<file path="config.mk">
export PLATFORM = sky130hd
export DESIGN_NAME = lcrl_ctrl_flat
export DESIGN_NICKNAME = d
export VERILOG_FILES = /design/src/design/lcrl_pkg.sv /design/src/design/lcrl_req_if.sv /design/src/design/lcrl_rsp_if.sv /design/src/design/lcrl_ctrl.sv /design/src/flat_wrapper.sv
export SDC_FILE = /design/constraint.sdc
export NUM_CORES = 1
export LEC_CHECK = 0
export BUFFER_PORTS_ARGS = -buffer_cell sky130_fd_sc_hd__buf_2
export CORE_MARGIN = 2
export CORE_UTILIZATION = 50
export DETAILED_ROUTE_END_ITERATION = 7
export PLACE_DENSITY = 0.84
export SYNTH_ARGS = -nofsm -noshare
export SYNTH_HDL_FRONTEND = slang
export SYNTH_SLANG_ARGS = --single-unit
</file>
<file path="constraint.sdc">
create_clock -name clock -period 2 [get_ports clock]
set_input_delay 0.4 -clock clock [delete_from_list [all_inputs] [get_ports clock]]
set_output_delay 0.4 -clock clock [all_outputs]
set_load 0.02 [all_outputs]
</file>
<file path="src/design/lcrl_pkg.sv">
// Package for the longest common run length core.
// Holds sizing constants and the command struct sent from the controller to the cell row.
// No dependencies.
`default_nettype none

package lcrl_pkg;

   // Capacity of each sequence, in elements.
   localparam int MAX_LEN = 1024;
   // Element width kept for comparison.
   localparam int ELEM_W = 16;
   // Width of the value field on the input channel.
   localparam int VALUE_W = 16;
   // Width of the length field on the result channel.
   localparam int LEN_W = 11;

   // Cell address width, sequence count width and drain counter width.
   localparam int IDX_W = (MAX_LEN > 1) ? $clog2(MAX_LEN) : 1;
   localparam int COUNT_W = $clog2(MAX_LEN + 1);
   localparam int RUN_W = COUNT_W;
   localparam int DRAIN_W = IDX_W;

   // Sequence select codes.
   localparam logic SEQ_FIRST = 1'b0;
   localparam logic SEQ_SECOND = 1'b1;

   // Command broadcast to every cell in the same cycle.
   typedef struct packed {
      logic              wr_en;
      logic [IDX_W-1:0]  wr_idx;
      logic              upd_en;
      logic [ELEM_W-1:0] value;
      logic              drain;
      logic              clear;
   } cell_cmd_type;

endpackage

`default_nettype wire

</file>
<file path="src/design/lcrl_req_if.sv">
// Input channel of the longest common run length core: valid/ready plus item fields.
// Depends on lcrl_pkg.
`default_nettype none

interface lcrl_req_if;
   import lcrl_pkg::*;

   logic               valid;
   logic               ready;
   logic               which_seq;
   logic [VALUE_W-1:0] value;
   logic               last;

   modport source (output valid, output which_seq, output value, output last, input ready);
   modport sink (input valid, input which_seq, input value, input last, output ready);
endinterface

`default_nettype wire

</file>
<file path="src/design/lcrl_rsp_if.sv">
// Result channel of the longest common run length core: valid/ready plus result fields.
// Depends on lcrl_pkg.
`default_nettype none

interface lcrl_rsp_if;
   import lcrl_pkg::*;

   logic             valid;
   logic             ready;
   logic [LEN_W-1:0] length;
   logic             overflow;

   modport source (output valid, output length, output overflow, input ready);
   modport sink (input valid, input length, input overflow, output ready);
endinterface

`default_nettype wire

</file>
<file path="src/design/lcrl_ctrl.sv">
// Controller of the longest common run length core: sequence counters, overflow flag,
// drain sequencer and the result register. Depends on lcrl_pkg and the channel interfaces.
`default_nettype none

module lcrl_ctrl (
   input  wire logic                       clock,
   input  wire logic                       reset,
   lcrl_req_if.sink                        req,
   lcrl_rsp_if.source                      rsp,
   input  wire logic [lcrl_pkg::RUN_W-1:0] end_best,
   output lcrl_pkg::cell_cmd_type          cmd
);
   import lcrl_pkg::*;

   localparam logic ST_RUN   = 1'b0;
   localparam logic ST_DRAIN = 1'b1;

   logic               state_ff, state_in;
   logic [COUNT_W-1:0] first_count_ff, first_count_in;
   logic [COUNT_W-1:0] second_count_ff, second_count_in;
   logic               overflow_ff, overflow_in;
   logic [DRAIN_W-1:0] drain_cnt_ff, drain_cnt_in;
   logic               rsp_valid_ff, rsp_valid_in;
   logic [LEN_W-1:0]   rsp_length_ff, rsp_length_in;
   logic               rsp_overflow_ff, rsp_overflow_in;
   logic               accept;
   logic               emit;

   assign req.ready = (state_ff == ST_RUN);
   assign accept    = req.valid && req.ready;

   // The result leaves the drain once the max has reached the last cell and the
   // result register is free or being emptied in this cycle.
   assign emit = (state_ff == ST_DRAIN) && (drain_cnt_ff == '0) &&
                 (!rsp_valid_ff || rsp.ready);

   // Item handling and drain sequencing.
   always_comb begin
      state_in        = state_ff;
      first_count_in  = first_count_ff;
      second_count_in = second_count_ff;
      overflow_in     = overflow_ff;
      drain_cnt_in    = drain_cnt_ff;
      cmd             = '0;
      cmd.wr_idx      = first_count_ff[IDX_W-1:0];
      cmd.value       = req.value[ELEM_W-1:0];

      if (accept) begin
         if (req.which_seq == SEQ_FIRST) begin
            if (first_count_ff < COUNT_W'(MAX_LEN)) begin
               cmd.wr_en      = 1'b1;
               first_count_in = first_count_ff + COUNT_W'(1);
            end else begin
               overflow_in = 1'b1;
            end
         end else begin
            if (second_count_ff < COUNT_W'(MAX_LEN)) begin
               cmd.upd_en      = 1'b1;
               second_count_in = second_count_ff + COUNT_W'(1);
            end else begin
               overflow_in = 1'b1;
            end
            if (req.last) begin
               state_in     = ST_DRAIN;
               drain_cnt_in = DRAIN_W'(MAX_LEN - 1);
            end
         end
      end

      if (state_ff == ST_DRAIN) begin
         cmd.drain = 1'b1;
         if (drain_cnt_ff != '0) begin
            drain_cnt_in = drain_cnt_ff - DRAIN_W'(1);
         end
      end

      if (emit) begin
         cmd.clear       = 1'b1;
         state_in        = ST_RUN;
         first_count_in  = '0;
         second_count_in = '0;
         overflow_in     = 1'b0;
      end
   end

   // Result register: loaded on emit, emptied when the item is taken.
   always_comb begin
      rsp_valid_in    = rsp_valid_ff;
      rsp_length_in   = rsp_length_ff;
      rsp_overflow_in = rsp_overflow_ff;
      if (rsp_valid_ff && rsp.ready) begin
         rsp_valid_in = 1'b0;
      end
      if (emit) begin
         rsp_valid_in    = 1'b1;
         rsp_length_in   = LEN_W'(end_best);
         rsp_overflow_in = overflow_ff;
      end
   end

   always_ff @(posedge clock) begin
      if (reset) begin
         state_ff        <= ST_RUN;
         first_count_ff  <= '0;
         second_count_ff <= '0;
         overflow_ff     <= 1'b0;
         drain_cnt_ff    <= '0;
         rsp_valid_ff    <= 1'b0;
      end else begin
         state_ff        <= state_in;
         first_count_ff  <= first_count_in;
         second_count_ff <= second_count_in;
         overflow_ff     <= overflow_in;
         drain_cnt_ff    <= drain_cnt_in;
         rsp_valid_ff    <= rsp_valid_in;
      end
   end

   always_ff @(posedge clock) begin
      rsp_length_ff   <= rsp_length_in;
      rsp_overflow_ff <= rsp_overflow_in;
   end

   assign rsp.valid    = rsp_valid_ff;
   assign rsp.length   = rsp_length_ff;
   assign rsp.overflow = rsp_overflow_ff;

   // Counters never pass capacity.
   a_count_bound: assert property (@(posedge clock) disable iff (reset)
      (first_count_ff <= COUNT_W'(MAX_LEN)) && (second_count_ff <= COUNT_W'(MAX_LEN)))
      else $error("sequence count exceeds capacity");

   // A final second-sequence item always starts the drain.
   a_last_drains: assert property (@(posedge clock) disable iff (reset)
      (accept && (req.which_seq == SEQ_SECOND) && req.last) |=> (state_ff == ST_DRAIN))
      else $error("last item did not start the drain");

   // A new result only appears at the end of a drain.
   a_result_from_drain: assert property (@(posedge clock) disable iff (reset)
      $rose(rsp_valid_ff) |-> $past(state_ff == ST_DRAIN))
      else $error("result raised outside the drain");

   // The clear leaves both sequences empty and the overflow flag low.
   a_clear_empties: assert property (@(posedge clock) disable iff (reset)
      cmd.clear |=> (first_count_ff == '0) && (second_count_ff == '0) && !overflow_ff)
      else $error("state not cleared after result");

endmodule

`default_nettype wire
</file>
<file path="src/flat_wrapper.sv">
// flat-port wrapper written by rule: the top's interface ports become plain ports
module lcrl_ctrl_flat import lcrl_pkg::*;
  (clock, reset, end_best, cmd, req_valid, req_which_seq, req_value, req_last, req_ready, rsp_valid, rsp_length, rsp_overflow, rsp_ready);
  lcrl_req_if req_i ();
  lcrl_rsp_if rsp_i ();
  input  wire logic clock;
  input  wire logic reset;
  input  wire logic [lcrl_pkg::RUN_W-1:0] end_best;
  output lcrl_pkg::cell_cmd_type cmd;
  input wire logic [$bits(req_i.valid)-1:0] req_valid;
  input wire logic [$bits(req_i.which_seq)-1:0] req_which_seq;
  input wire logic [$bits(req_i.value)-1:0] req_value;
  input wire logic [$bits(req_i.last)-1:0] req_last;
  output wire logic [$bits(req_i.ready)-1:0] req_ready;
  output wire logic [$bits(rsp_i.valid)-1:0] rsp_valid;
  output wire logic [$bits(rsp_i.length)-1:0] rsp_length;
  output wire logic [$bits(rsp_i.overflow)-1:0] rsp_overflow;
  input wire logic [$bits(rsp_i.ready)-1:0] rsp_ready;
  assign req_i.valid = req_valid;
  assign req_i.which_seq = req_which_seq;
  assign req_i.value = req_value;
  assign req_i.last = req_last;
  assign req_ready = req_i.ready;
  assign rsp_valid = rsp_i.valid;
  assign rsp_length = rsp_i.length;
  assign rsp_overflow = rsp_i.overflow;
  assign rsp_i.ready = rsp_ready;
  lcrl_ctrl u_core (.clock(clock), .reset(reset), .req(req_i), .rsp(rsp_i), .end_best(end_best), .cmd(cmd));
endmodule
</file>
* After elaboration in Yosys (flattened, before gate mapping)
Cells that the tools add are included.
** Storage, ports and cells
- Register bits after elaboration :: 47
- Input port bits :: 33
- Output and inout bits :: 44
- Logic and storage cells :: 49
** Cells by class
- Add/subtract/negate cells :: 3
- Magnitude comparators :: 2
- Eq/ne operators :: 2
- Multiplexer cells :: 18
- Bitwise operators :: 2
- Reduce and logical (&&, ||, !) cells :: 14
** Operators with widths (count)
- $mux W10 :: 5
- $add A11 B1 Y11 const B :: 2
- $lt A11 B11 Y1 const B :: 2
- $mux W1 :: 13
- $reduce_and A3 Y1 :: 4
- $logic_not A10 Y1 :: 1
- $reduce_bool A10 Y1 :: 1
- $sub A10 B1 Y10 const B :: 1
- $logic_and A1 B1 Y1 :: 4
- $ne A2 B2 Y1 const B :: 2
- $not A1 Y1 :: 2
- $reduce_bool A2 Y1 :: 1
- $reduce_or A2 Y1 :: 1
- $logic_not A1 Y1 :: 1
- $logic_or A1 B1 Y1 :: 1

* Logic depth before layout (Yosys ltp)
- Depth in word-level cells :: 5
- Gate-level depth with buffers :: 7
- Mapped depth without buffers :: 6

* Worst setup path before layout
Ideal clock, no wire load.
- Path kind :: register -> output
- Start :: register u_core.drain_cnt_ff[5]
- End :: output port cmd[0] in the netlist's numbering
- Data arrival time :: 1482 ps
- Required time :: 1600 ps
- Path slack :: 118 ps
- Stages on the path, launching flop included :: 5
- Buffers on the path :: 1
- Cells stage by stage :: dfxtp_1 > nor4_4 > and3_1 > and4_2 > buf_4
** RTL lines
- from (decl) :: line lcrl_ctrl.sv:22 : logic [DRAIN_W-1:0] drain_cnt_ff, drain_cnt_in;
- from (signal assigned) :: line lcrl_ctrl.sv:114 : drain_cnt_ff <= drain_cnt_in;
- to (decl) :: line flat_wrapper.sv:9 : output lcrl_pkg::cell_cmd_type cmd;

==> impl_results.md <==
* Max Used Layer: met4
* ANT cells at 0
* Clock tree buffer depth at 2
* Slew @ Worst Pin at 0.503 ns
* Max-capacitance violation count at 0
* DR WL met2 at between 1.5 and 2 mm
* Initial antenna violation count at 0
* Vias per inst at around 5.4
* Leak at 0.964 nW
* Ys Warns at 0
* Worst Hold Class: primary input to register
* Worst-path clk slew at ~0.080 ns
* Global-route wire length before repair at ~6.7 mm
* Fin crit share at a little over nine tenths
* Clock Sink Count at 47
* DR WL met3 at between 200 and 300 microns
* Clk_lat worst skew at roughly 0.31 ns
* Post-synth EDFFs at 12
* DR pass1 iterations at 4
* GP Congestion at between 0.8 and 0.9
* Outcome: complete, no violations
* Antenna Nets Post-Route at 0
* Worst setup SP type: register
* Post-synthesis sequential area ratio at between 40% and 50%
* Row count at 24
* Pwr Density at 814 nW/um^2
* Die H at 70.8 microns
* Post-Syn Instances at ~230
* Number of DRC markers after the initial detailed-route iteration at 132
* Synthesized area at roughly 2200 sq um
* Rel. slew slack at 66.4%
* Vias at 1624
* Pin count of the biggest net entering global routing at 25
* Arrival @ worst endpoint at 1.52 ns
* # IOs at 77
* CTS H-Tree Depth at 2
* WL/cell at 13.5 microns
* Final wirelength at roughly 4.1 mm
* Syn nets at approximately 260
* Gr usage total at 17.1%
* Number of hold violations in the final report at 0
* Die ar. at 5010 sq um
* Worst Path Required at about 1.6 ns
* Slew Viols, Final at 0
* HPWL after DPL at 2.83 mm
* Synth Register Bits at 47
* CP Capture Type: output port
* Commonest non-fill, non-tap cell in the layout: buf_2
* WL met1 at approximately 1.8 mm
* CP Class: register to output port
* Setup WS pre-CTS at 0.152 ns
* Root Driver: clkbuf_8
* Vias in the first global route at approximately 1.5k
* DRC at 0
* Fin worst setup slack at 0.0757 ns
* CP Max Fanout at 5
* Hold_buf cts at 0
* Fraction of layout cells with a size suffix above 1 at between 30% and 40%
* TritonCTS buffer count at 5
* Syn-to-layout area delta at 10.5%
* Total power at about 2 mW
* Predominant post-synthesis flop cell: dfxtp_1
* # setup viols final at 0
* Fmax at between 500 and 600 MHz
* Fin nets at 285
* Async SR Flop Fraction at 0%
* Maximum VDD drop at 0.321 mV
* Starting Density at around half
* Buffers on Ports at 44
* CTS tree: built
* Cell variety after synth at 42
* Clock Skew at 0.0109 ns
* Die extent in x at 70.8 microns
* Commonest cells after routing, fill and taps aside: buf_2, dfxtp_1, nor2_1, edfxtp_1, nor3_1
* Floorplan core area at approximately 4300 sq um
* Syn Area/Cell at 9.83 sq um
* Tmin final at 1.92 ns
* Overflow after GRT at 0
-- worst max-delay path, cell delays in order (launching register included) --
cell     delay, ns
dfxtp_1       0.35
inv_1         0.10
ha_2          0.23
and3_4        0.21
and4_4        0.23
buf_6         0.11
-- where the power goes --
group | internal (mW) | leakage, nW | switching (mW)
clock | 0.327 | 0.0573 | 0.331
sequential | 1.01 | 0.397 | 0.0462
combinational | 0.133 | 0.510 | 0.156
-- cell families (layout without fill, tap and decap cells) --
family / Yosys count / after routing / synth area share (%)
AOI/OAI and AO/OA: 28 / 28 / 8.47
adders and majority gates: 3 / 3 / 1.68
xor gates and xnor gates: 19 / 19 / 7.46
DFF: 47 / 47 / 47.6
and+or+nand+nor: 83 / 83 / 20.5
buffers and inverters: 44 / 67 / 12.8
muxes: 3 / 3 / 1.46
-- cell usage after synthesis, types with 2 or more instances --
master / n / area share (%)
or3_1: 2 / 0.56
nor2_2: 3 / 0.84
a31oi_1: 4 / 1.1
nand4_1: 6 / 1.7
and3_1: 4 / 1.1
xnor2_1: 9 / 3.5
inv_1: 8 / 1.3
dfxtp_1: 35 / 31
buf_4: 28 / 9.4
nand2_1: 10 / 1.7
a211oi_1: 4 / 1.3
buf_6: 2 / 1.0
nor4_1: 3 / 0.84
o21a_1: 2 / 0.67
xor2_1: 10 / 3.9
a21oi_1: 7 / 1.6
o21ai_0: 4 / 0.90
nand3_1: 9 / 2.0
and4_1: 3 / 1.2
ha_1: 3 / 1.7
mux2_2: 2 / 1.0
edfxtp_1: 12 / 16
nor2_1: 23 / 3.9
nor3_1: 12 / 2.7
clkbuf_1: 5 / 0.84
-- through the flow --
step | instance area (sq um) | TNS (ns) | utilization, % | cells | hold WS (ns)
after CTS | 2420 | 0 | 55.9 | 300 | 0.259
after detailed placement | 2290 | 0 | 53.0 | 291 | 0.454
after floorplan | 2230 | 0 | - | 227 | 0.409
after global routing | 2460 | -0.0468 | 57.0 | 302 | 0.251
final | 2460 | 0 | 57.0 | 302 | 0.265
after global placement | 2290 | 0 | 53.0 | 291 | 0.467
-- path summary, 6_finish.rpt --
check | from | end | slack, ns | cells past startpoint
setup / recovery | u_core.drain_cnt_ff[0] | cmd[0] | 0.08 | 5
hold / removal | end_best[2] | u_core.rsp.length[2] | 0.27 | 1
setup reg to reg | u_core.state_ff | u_core.drain_cnt_ff[5] | 0.20 | 6
hold reg to reg | u_core.overflow_ff | u_core.rsp.overflow | 0.48 | 0
-- area by class of cell --
| class | instances | area [sq um] |
|---|---|---|
| Sequential cell | 47 | 1070 |
| Tap cell | 52 | 65.1 |
| Inverter | 8 | 32.5 |
| Timing Repair Buffer | 51 | 279 |
| Multi-Input combinational cell | 136 | 911 |
| Clock inverter | 2 | 15.0 |
| Clock buffer | 6 | 93.8 |
| Fill cell | 363 | 1860 |
-- state kept, by name (all words and copies together), names as in the netlist --
signal                  flops
u_core.first_count_ff      11
u_core.rsp.length          11
u_core.second_count_ff     11
u_core.drain_cnt_ff        10
u_core.overflow_ff          1
u_core.rsp.overflow         1
u_core.rsp.valid            1
u_core.state_ff             1
-- per-layer routing --
metal | track usage [%] | up-vias
met5 | 0 | -
met4 | 9.85 | 0
met3 | 6.41 | 14
met2 | 26.9 | 52
met1 | 20.1 | 737
li1 | - | 821
-- timing repair --
item                                    CTS  global route
pin swaps                                 2             2
endpoints found under the setup margin    2             8
setup buffers                             1             2
gates resized for setup                   5            10
No activity file was read; power rests on OpenSTA's default activity.
