**src/design/lcrl_pkg.sv**
```systemverilog
// Package for the longest common run length core.
// Holds sizing constants and the command struct sent from the controller to the cell row.
// No dependencies.
`default_nettype none

package lcrl_pkg;

   // Capacity of each sequence, in elements.
   localparam int MAX_LEN = 1024;
   // Element width kept for comparison.
   localparam int ELEM_W = 16;
   // Width of the value field on the input channel.
   localparam int VALUE_W = 16;
   // Width of the length field on the result channel.
   localparam int LEN_W = 11;

   // Cell address width, sequence count width and drain counter width.
   localparam int IDX_W = (MAX_LEN > 1) ? $clog2(MAX_LEN) : 1;
   localparam int COUNT_W = $clog2(MAX_LEN + 1);
   localparam int RUN_W = COUNT_W;
   localparam int DRAIN_W = IDX_W;

   // Sequence select codes.
   localparam logic SEQ_FIRST = 1'b0;
   localparam logic SEQ_SECOND = 1'b1;

   // Command broadcast to every cell in the same cycle.
   typedef struct packed {
      logic              wr_en;
      logic [IDX_W-1:0]  wr_idx;
      logic              upd_en;
      logic [ELEM_W-1:0] value;
      logic              drain;
      logic              clear;
   } cell_cmd_type;

endpackage

`default_nettype wire

```
**src/design/lcrl_cell.sv**
```systemverilog
// One cell of the run length row: holds one first-sequence element, its run value and
// the largest run seen at this position. Depends on lcrl_pkg.
`default_nettype none

module lcrl_cell (
   input  wire logic                       clock,
   input  wire logic                       reset,
   input  wire lcrl_pkg::cell_cmd_type     cmd,
   input  wire logic [lcrl_pkg::IDX_W-1:0] cell_idx,
   input  wire logic [lcrl_pkg::RUN_W-1:0] left_run,
   input  wire logic [lcrl_pkg::RUN_W-1:0] left_best,
   output logic      [lcrl_pkg::RUN_W-1:0] run,
   output logic      [lcrl_pkg::RUN_W-1:0] best
);
   import lcrl_pkg::*;

   logic              valid_ff, valid_in;
   logic [ELEM_W-1:0] elem_ff, elem_in;
   logic [RUN_W-1:0]  run_ff, run_in;
   logic [RUN_W-1:0]  best_ff, best_in;
   logic              match;

   assign match = (elem_ff == cmd.value);

   // Store on a write to this cell, update the run on a second-sequence item,
   // and fold in the left neighbor's best while draining.
   always_comb begin
      valid_in = valid_ff;
      elem_in  = elem_ff;
      run_in   = run_ff;
      best_in  = best_ff;
      if (cmd.wr_en && (cmd.wr_idx == cell_idx)) begin
         valid_in = 1'b1;
         elem_in  = cmd.value;
         run_in   = '0;
      end
      if (cmd.upd_en && valid_ff) begin
         if (match) begin
            run_in = left_run + RUN_W'(1);
         end else begin
            run_in = '0;
         end
         if (run_in > best_ff) begin
            best_in = run_in;
         end
      end
      if (cmd.drain && (left_best > best_ff)) begin
         best_in = left_best;
      end
   end

   // Control state clears on reset and on the end-of-sequence clear.
   always_ff @(posedge clock) begin
      if (reset || cmd.clear) begin
         valid_ff <= 1'b0;
         run_ff   <= '0;
         best_ff  <= '0;
      end else begin
         valid_ff <= valid_in;
         run_ff   <= run_in;
         best_ff  <= best_in;
      end
   end

   // The element itself needs no reset; it is only read once the cell is valid.
   always_ff @(posedge clock) begin
      elem_ff <= elem_in;
   end

   assign run  = run_ff;
   assign best = best_ff;

endmodule

`default_nettype wire

```
**config.mk**
```make
export PLATFORM = sky130hd
export DESIGN_NAME = lcrl_cell
export DESIGN_NICKNAME = d
export VERILOG_FILES = /design/src/design/lcrl_pkg.sv /design/src/design/lcrl_cell.sv
export SDC_FILE = /design/constraint.sdc
export NUM_CORES = 1
export LEC_CHECK = 0
export BUFFER_PORTS_ARGS = -buffer_cell sky130_fd_sc_hd__buf_2
export CAP_MARGIN = 5
export CORE_ASPECT_RATIO = 0.75
export CORE_MARGIN = 5
export CORE_UTILIZATION = 50
export DETAILED_ROUTE_END_ITERATION = 7
export PLACE_DENSITY = 0.8
export SYNTH_ARGS = -nofsm -noshare
export SYNTH_HDL_FRONTEND = slang
export SYNTH_SLANG_ARGS = --single-unit
export TNS_END_PERCENT = 30
```
**constraint.sdc**
```tcl
create_clock -name clock -period 3.6 [get_ports clock]
set_input_delay 0.54 -clock clock [delete_from_list [all_inputs] [get_ports clock]]
set_output_delay 0.54 -clock clock [all_outputs]
set_load 0.01 [all_outputs]
```
* Word-level counts from Yosys, hierarchy flattened
Index checks and enable logic that the tools add are counted.
** Cells by class
- $add $sub $neg :: 1
- Order comparisons :: 2
- Eq/ne operators :: 2
- Multiplexer cells :: 7
- Reduce and logical (&&, ||, !) cells :: 8
** Operator list (count)
- two-way mux 11 bit :: 7
- greater-than comparator 11 bit :: 2
- equality test 16 bit :: 1
- adder 11 x 1 -> 11 bit, second input constant :: 1
- equality test 10 bit :: 1
- nonzero test 2 bit :: 3
- logical AND 1 bit :: 3
- AND reduction 2 bit :: 1
- logical OR 1 bit :: 1
** Storage, ports and cells
- Flip-flop bits (word level) :: 39
- Input port bits :: 64

* Longest topological paths before layout
Gate-level depths: netlist (run 1).
- Depth in word-level cells :: 7
- Depth in mapped cells :: 14
- Gate-level depth less buffers :: 14

* Worst setup path before layout (run 1)
Ideal clock, no wire load.
- Path kind :: input -> register
- Start :: input port cmd[13] (netlist name)
- End :: register best_ff[0], in the netlist best[0]
- Setup time :: 74 ps
- Arrival time :: 3123 ps
- Setup slack :: 403 ps
- Stages :: 13
- Buffers on the path :: 1
- Cells stage by stage :: xor2_1 nor4_2 nand4_2 clkbuf_1 nor2_1 ha_1 a21o_1 a21oi_1 nor2b_1 o31ai_1 a31o_2 o21ai_0 a31oi_1
** Between the ends
- Longest elaborated chain between the ends :: 6
** RTL lines
- start, declared :: RTL line lcrl_cell.sv:8 : input wire lcrl_pkg::cell_cmd_type cmd,
- equality test 16 bit (*) :: RTL line lcrl_cell.sv:23 : assign match = (elem_ff == cmd.value);
- two-way mux 11 bit (*) :: RTL line lcrl_cell.sv:38 : if (match) begin
- two-way mux 11 bit (*) :: RTL line lcrl_cell.sv:37 : if (cmd.upd_en && valid_ff) begin
- greater-than comparator 11 bit / two-way mux 11 bit (equally long branches) :: RTL line lcrl_cell.sv:43 : if (run_in > best_ff) begin
- nonzero test 2 bit (no line) / two-way mux 11 bit (equally long branches)
- AND reduction 2 bit (no line) / two-way mux 11 bit (equally long branches)
- end signal, assigned :: RTL line lcrl_cell.sv:61 : best_ff <= best_in;
- end, declared :: RTL line lcrl_cell.sv:20 : logic [RUN_W-1:0] best_ff, best_in;
Mark *: on every way between the ends. The rest lies on a longest branch, timed or not. The select of a mux whose other input is x is not followed.
A chain may end at the register's enable or synchronous reset.

* Worst setup path after layout (run 1)
- Start :: register elem_ff[5]
- End :: register best_ff[6], in the netlist best[6]
** Between the ends
- Longest elaborated chain between the ends :: 6
** RTL lines
- start, declared :: RTL line lcrl_cell.sv:18 : logic [ELEM_W-1:0] elem_ff, elem_in;
- start signal, assigned :: RTL line lcrl_cell.sv:67 : elem_ff <= elem_in;
- equality test 16 bit (*) :: RTL line lcrl_cell.sv:23
- two-way mux 11 bit (*) :: RTL line lcrl_cell.sv:38
- two-way mux 11 bit (*) :: RTL line lcrl_cell.sv:37
- greater-than comparator 11 bit / two-way mux 11 bit (equally long branches) :: RTL line lcrl_cell.sv:43
- nonzero test 2 bit (no line) / two-way mux 11 bit (equally long branches)
- AND reduction 2 bit (no line) / two-way mux 11 bit (equally long branches)
Marked as above.

==> results of run 1 <==
[sequential cells by signal (all words and copies together) (netlist names)]
signal	cells
valid_ff	1
run	11
best	11
elem_ff	16
[layout make-up]
type,instances,area (µm²),share of cell area
clock buffer,5,68.8,0.0222
inverter,13,48.8,0.0157
sequential,39,941,0.303
clock inverter,3,43.8,0.0141
tap,60,75.1,0.0242
timing repair buffer,92,478,0.154
multi-input combinational,203,1450,0.466
[through the flow]
stage	hold WS (ps)	setup WS (ps)	instance area, µm²	util	std cells
floorplan	432	403	2460	-	262
CTS	435	533	3100	0.644	415
finish	444	526	3100	0.644	415
global route	438	186	3100	0.644	415
global placement	441	324	2990	0.620	407
detailed placement	470	259	2990	0.620	407
[cell usage in the layout (no fill, tap or decap), drive strengths merged, types with 5 or more instances in the layout]
cell type / netlist / final
nor3: 5 / 5
a31oi: 12 / 12
a22oi: 11 / 11
nand3: 13 / 13
dfxtp: 23 / 23
nor2: 33 / 33
nand2: 6 / 6
buf: 0 / 92
o21ai: 24 / 24
ha: 22 / 22
edfxtp: 16 / 16
nand4: 9 / 9
clkbuf: 7 / 5
xor2: 21 / 21
inv: 13 / 13
xnor2: 14 / 14
nor4: 5 / 5
[worst max-delay path, cell delays in order (launching register included)]
cell	delay, ps
edfxtp_1	390
xor2_1	160
nor4_2	330
nand4_2	180
buf_4	220
nor2_1	240
ha_1	300
a21oi_1	130
nor2b_1	70
nor3_1	310
o21a_1	390
o21ai_0	130
a31oi_1	170
[cell families after synthesis]
kind of cell / after synthesis / share of synthesized area
and+or+nand+nor: 79 / 0.169
buffers and inverters: 20 / 0.0306
xor gates and xnor gates: 35 / 0.125
AOI/OAI and AO/OA: 67 / 0.180
adders and majority gates: 22 / 0.112
DFF: 39 / 0.383
[worst max path at each step]
| stage | to | slack (ps) | cells past startpoint |
|---|---|---|---|
| 2_1_floorplan | best[0]$_SDFFE_PP0P_ | 400 | 13 |
| 6_report | best[6]$_SDFFE_PP0P_ | 530 | 12 |
| 5_1_grt | best[0]$_SDFFE_PP0P_ | 190 | 13 |
| 3_5_place_dp | best[1]$_SDFFE_PP0P_ | 260 | 13 |
| 3_3_place_gp | best[7]$_SDFFE_PP0P_ | 320 | 13 |
| 4_1_cts | best[7]$_SDFFE_PP0P_ | 530 | 12 |
[layer usage]
metal  vias up  track usage  routed length, µm
li1       1147            -                  -
met1      1034        0.248               2860
met2        79        0.306               2810
met3         4       0.0542                468
met4         0       0.0489                 37
met5         -            0                  0
[power by group through the flow]
stage | registers (mW) | clock network [mW] | logic (mW)
after floorplan | 0.483 | 0 | 0.102
after global routing | 0.471 | 0.387 | 0.202
after global placement | 0.481 | 0 | 0.174
after CTS | 0.470 | 0.373 | 0.180
final | 0.470 | 0.364 | 0.180
after detailed placement | 0.481 | 0 | 0.178
==> impl_results.md, run 1 <==
- Synth Warn #: 0
- R2R cell count: 12
- Remaining global-route overflow: 0
- R2r setup slk: 530 ps
- Register area share after synthesis: 0.383
- Synth top area share: 0.196
- Critical Path RT: 3820 ps
- DRT iter0 DRCs: 88
- Worst Hold Depth: 1
- Sw Share: 0.260
- Flop pwr share: 0.463
- Largest net degree at the start of global routing: 21
- Final min period: 3070 ps
- Synth Flop Type: dfxtp_1
- # fillers: 406
- Setup_tns: 0 ps
- Reg-to-Reg End: best[6]$_SDFFE_PP0P_
- Reg-to-Reg Start: elem_ff[5]$_DFFE_PP_
- Syn_nets: 348
- I/O pins: 86
- Power density over the cells: 327 nW/µm²
- Relative slew margins: 0.456
- Clock root cell: clkbuf_8
- Static Leak: 1.29 nW
- I/O Buffers: 85
- Max Clk Rate: 325 MHz
- Worst-margin pin slew: 813 ps
- Post-route total power: 1.02 mW
- Post-Route WL: 6180 µm
- Min-delay src: cmd[9]
- Post-synth EDFFs: 16
- Synthesized instance count: ~260
- Part of the power in combinational logic: 0.178
- Die Width: roughly 91 µm
- Die area: 6430 µm²
- Core footprint: 4820 µm²
- Hold_buf cts: 0
- RSZ-0062 raised after global routing: no
- Global-route wire length before repair: 9900 µm
- Period Utilization, post-route: 0.854
- Dominant cell type by area after synthesis: edfxtp_1
- Clock H-tree levels: 2
- Clock Tree Buf Depth: 2
- Layout cell share with drive strength beyond 1: 0.313
- Synth-to-Final Area Change: 26.2%
- CP arrival: 3300 ps
- Setup CP Type: flip-flop to flip-flop
- TritonCTS buffer count: 5
- Skew-Pair Late Insertion Delay: ~290 ps
- Final Hold Violating Endpoints: 0
- Distinct cells, synth: 38
- Initial antenna violation count: 0
- Synth area leaders: edfxtp_1 20%, dfxtp_1 19%, ha_1 11%, xor2_1 7.5%, nor2_1 5.0%
- Maximum vdd drop: 0.000215 V
- Net switching power figure: 0.264 mW
- Clk network pwr share: 0.359
- # diodes: 0
- DRT antenna net count: 0
- Skew final: ~6 ps
- Nets: 440
- Total GRT Usage: 0.189
- Synthesized cell area: 2460 µm²
- TritonCTS clock tree: yes
- Pins Over Slew Limit: 0
- Synth top cells by count: 33 x nor2_1, 23 x dfxtp_1, 23 x o21ai_0
- Max Cap Viol: 0
- Post-DP HPWL: ~5000 µm
- Core Rows: 22
- Min-delay worst type: input port to flip-flop
- Worst-path clk slew: 80 ps
- Total number of vias: between 2k and 2.5k
- Vias per inst: 5.46
- Startpoint types: flip-flop
- Worst setup EP type: flip-flop
- Seq cells post-synth: 39
- Total clock sinks: 39
- Setup violations, final: 0
- Vias in the first global route: 2183
- Post-CTS setup buffer count: 0
- Initial Utilization: 0.510
- Post-route DRC: 0
- Status: finished clean
- Die Ht: 70.7 µm
- Crit-path max FO: 14
- Start point of the critical path: elem_ff[5]$_DFFE_PP_
- Async SR Flop Fraction: 0
- Int Pwr: about 0.75 mW
- Worst Hold End: elem_ff[7]$_DFFE_PP_
- Iteration count of the initial detailed-routing pass: 4
- Final GP Congestion: 0.859
- Average size of a mapped cell: 9.37 µm²
- Avg WL per Cell: around 15 µm
- Post-CTS resize count: 0
- Count leader, synth: nor2_1
Note: power is estimated with default switching activity, not from simulation.
==> run 2, diff against run 1 <==
clock period = 3.1 ns   (was 3.6 ns; I/O delays follow)
==> run 2 against run 1 <==
Against the previous run:
- total power grew 22%
- global-route usage shrank 0.19 points
- register-to-register slack worse by 490 ps
- cell area grew 11%
- sequential cell count unchanged
- highest routed layer unchanged
==> impl_results.md, run 2 (same netlist as run 1, synthesis figures left out) <==
- Status: finished clean
- Remaining global-route overflow: 0 (unchanged)
- Total number of vias: 2455 (+8.4%)
- GR Util met3: 0.0510 (-0.00319)
- Clk network pwr share: 0.347 (-0.012)
- Max Clk Rate: 326 MHz (+0.18%)
- Net switching power figure: 0.340 mW (+29%)
- Hold_buf cts: 0 (unchanged)
- Top reg by flops: elem_ff
- Core Rows: 22 (unchanged)
- Clock root cell: clkbuf_8
- TritonCTS clock tree: yes
- Worst setup EP type: flip-flop
- PnR worst setup slack: 30.9 ps (-495 ps)
- Most utilized layer in the global route result: met2
- Post-Route WL: 7170 µm (+16%)
- Setup CP Type: flip-flop to flip-flop
- Global-route wire length before repair: 9980 µm (+0.84%)
- DRT antenna net count: 0 (unchanged)
- Pins Over Slew Limit: 0 (unchanged)
- Commonest cells after routing, fill and taps aside: 85 x buf_2, 23 x dfxtp_1, 22 x nor2_1
- Worst Hold Depth: 1 (unchanged)
- Max Cap Viol: 0 (unchanged)
- Total GRT Usage: 0.187 (-0.00186)
- Final GP Congestion: 0.860 (+0.10%)
- Skew final: 8.86 ps (+2.75 ps)
- Vias per inst: 5.64 (+3.5%)
- Worst-path clk slew: 80 ps (about the same)
- Reg-to-Reg End: best[5]$_SDFFE_PP0P_
- CP endpoint: best[5]$_SDFFE_PP0P_
- Min-delay worst type: input port to flip-flop
- Die area: 6430 µm² (unchanged)
- R2r setup slk: 30 ps (-490 ps)
- Nets: 460 (+4.5%)
- Post-route DRC: 0 (unchanged)
- Period Utilization, post-route: 0.990 (+0.136)
- Clock Tree Buf Depth: 2 (unchanged)
- Crit-path max FO: 6 (-8)
- Core footprint: 4820 µm² (unchanged)
- Post-Place Setup Slack: -92.7 ps (-352 ps)
- Fin Hold WS: 365 ps (-78.4 ps)
- Die Width: 90.9 µm (unchanged)
- Relative slew margins: 0.424 (-0.0318)
- Part of the power in combinational logic: 0.211 (+0.033)
- Commonest non-fill, non-tap cell in the layout: buf_2
- CP arrival: 3300 ps (about the same)
- Critical Path RT: 3330 ps (-490 ps)
- R2R cell count: 13 (+1)
- Synth-to-Final Area Change: 40.0%
- Initial antenna violation count: 0 (unchanged)
- Met1 usage: 0.247 (-0.00133)
- Met2 GRT Util: 0.305 (-0.00160)
- # diodes: 0 (unchanged)
- Startpoint types: flip-flop
- Flop pwr share: 0.442 (-0.021)
- Util after Layout: 0.714 (+0.0701)
- Initial Utilization: 0.510 (unchanged)
- Vias in the first global route: 2285 (+4.7%)
- TritonCTS buffer count: 5 (unchanged)
- Min-delay src: cmd[6]
- Skew-Pair Late Insertion Delay: 300 ps (about the same)
- Largest net degree at the start of global routing: 21 (unchanged)
- I/O Buffers: 85 (unchanged)
- Post-DP HPWL: 5030 µm (+1.4%)
- Maximum vdd drop: 0.000335 V (+56%)
- I/O pins: 86 (unchanged)
- Sw Share: 0.275 (+0.0145)
- Die Ht: 70.7 µm (unchanged)
- Start point of the critical path: elem_ff[15]$_DFFE_PP_
- Final min period: 3070 ps (-5.42 ps)
- Total clock sinks: 39 (unchanged)
- Final Hold Violating Endpoints: 0 (unchanged)
- Static Leak: 1.41 nW (+9.4%)
- Clock H-tree levels: 2 (unchanged)
- Layout cell share with drive strength beyond 1: 0.416 (+0.103)
- Power density over the cells: 360 nW/µm² (+9.8%)
- Worst-margin pin slew: 854 ps (+41.7 ps)
- Int Pwr: 0.897 mW (+19%)
- Avg WL per Cell: 16.5 µm (+11%)
- Reg-to-Reg Start: elem_ff[15]$_DFFE_PP_
- RSZ-0062 raised after global routing: yes
- Iteration count of the initial detailed-routing pass: 5 (+1)
- Setup violations, final: 0 (unchanged)
- Flip-flop count of the largest register after layout: 16 (unchanged)
- DRT iter0 DRCs: 151 (+72%)
run 2: per-layer routing:
metal	part of all wire	vias to the layer above	wire (µm)
met5	0	-	0
met4	0.021	0	148
met3	0.098	13	704
met2	0.47	131	3360
met1	0.41	1111	2960
li1	-	1200	-
run 2: area by class of cell:
class                   instances  area, µm²
multi-input cells             206       1640
fillers                       354       1380
flip-flops and latches         39        941
repair buffers                109        624
well taps                      60       75.1
clock buffers                   5       68.8
inverters                      13       48.8
clock inverters                 3       43.8
run 2: stage by stage:
step,instances,instance area [µm²],power (mW),TNS [ps]
floorplan,262,2460,0.679,0
global placement,417,3070,0.767,-257
detailed placement,417,3070,0.772,-665
CTS,425,3180,1.20,0
global route,435,3440,1.29,-1470
finish,435,3440,1.24,0
run 2: power groups by stage:
stage	combinational, mW	sequential [mW]	clock (mW)
global placement	0.209	0.558	0
global route	0.284	0.548	0.461
CTS	0.215	0.546	0.436
floorplan	0.118	0.561	0
detailed placement	0.213	0.558	0
finish	0.261	0.547	0.429
run 2: timing repair:
item | CTS | global route
resized for setup | 0 | 46
endpoints found under the setup margin | 0 | 10
setup buffers | 0 | 7
run 2: worst min path at each step:
stage	to	slack, ps
global route	elem_ff[4]$_DFFE_PP_	350
global placement	valid_ff$_SDFFE_PP0P_	440
CTS	elem_ff[4]$_DFFE_PP_	360
detailed placement	valid_ff$_SDFFE_PP0P_	450
floorplan	valid_ff$_SDFFE_PP0P_	430
finish	elem_ff[4]$_DFFE_PP_	370
run 2: worst max-delay path, cell delays in order (launching register included):
cell	delay (ps)
edfxtp_1	400
xor2_1	180
nor4_2	310
nand4_2	290
buf_6	240
nor2_2	140
ha_1	190
nand4_1	190
nor2_2	190
o31ai_4	110
buf_4	170
buf_4	120
or3_1	300
a31oi_1	170
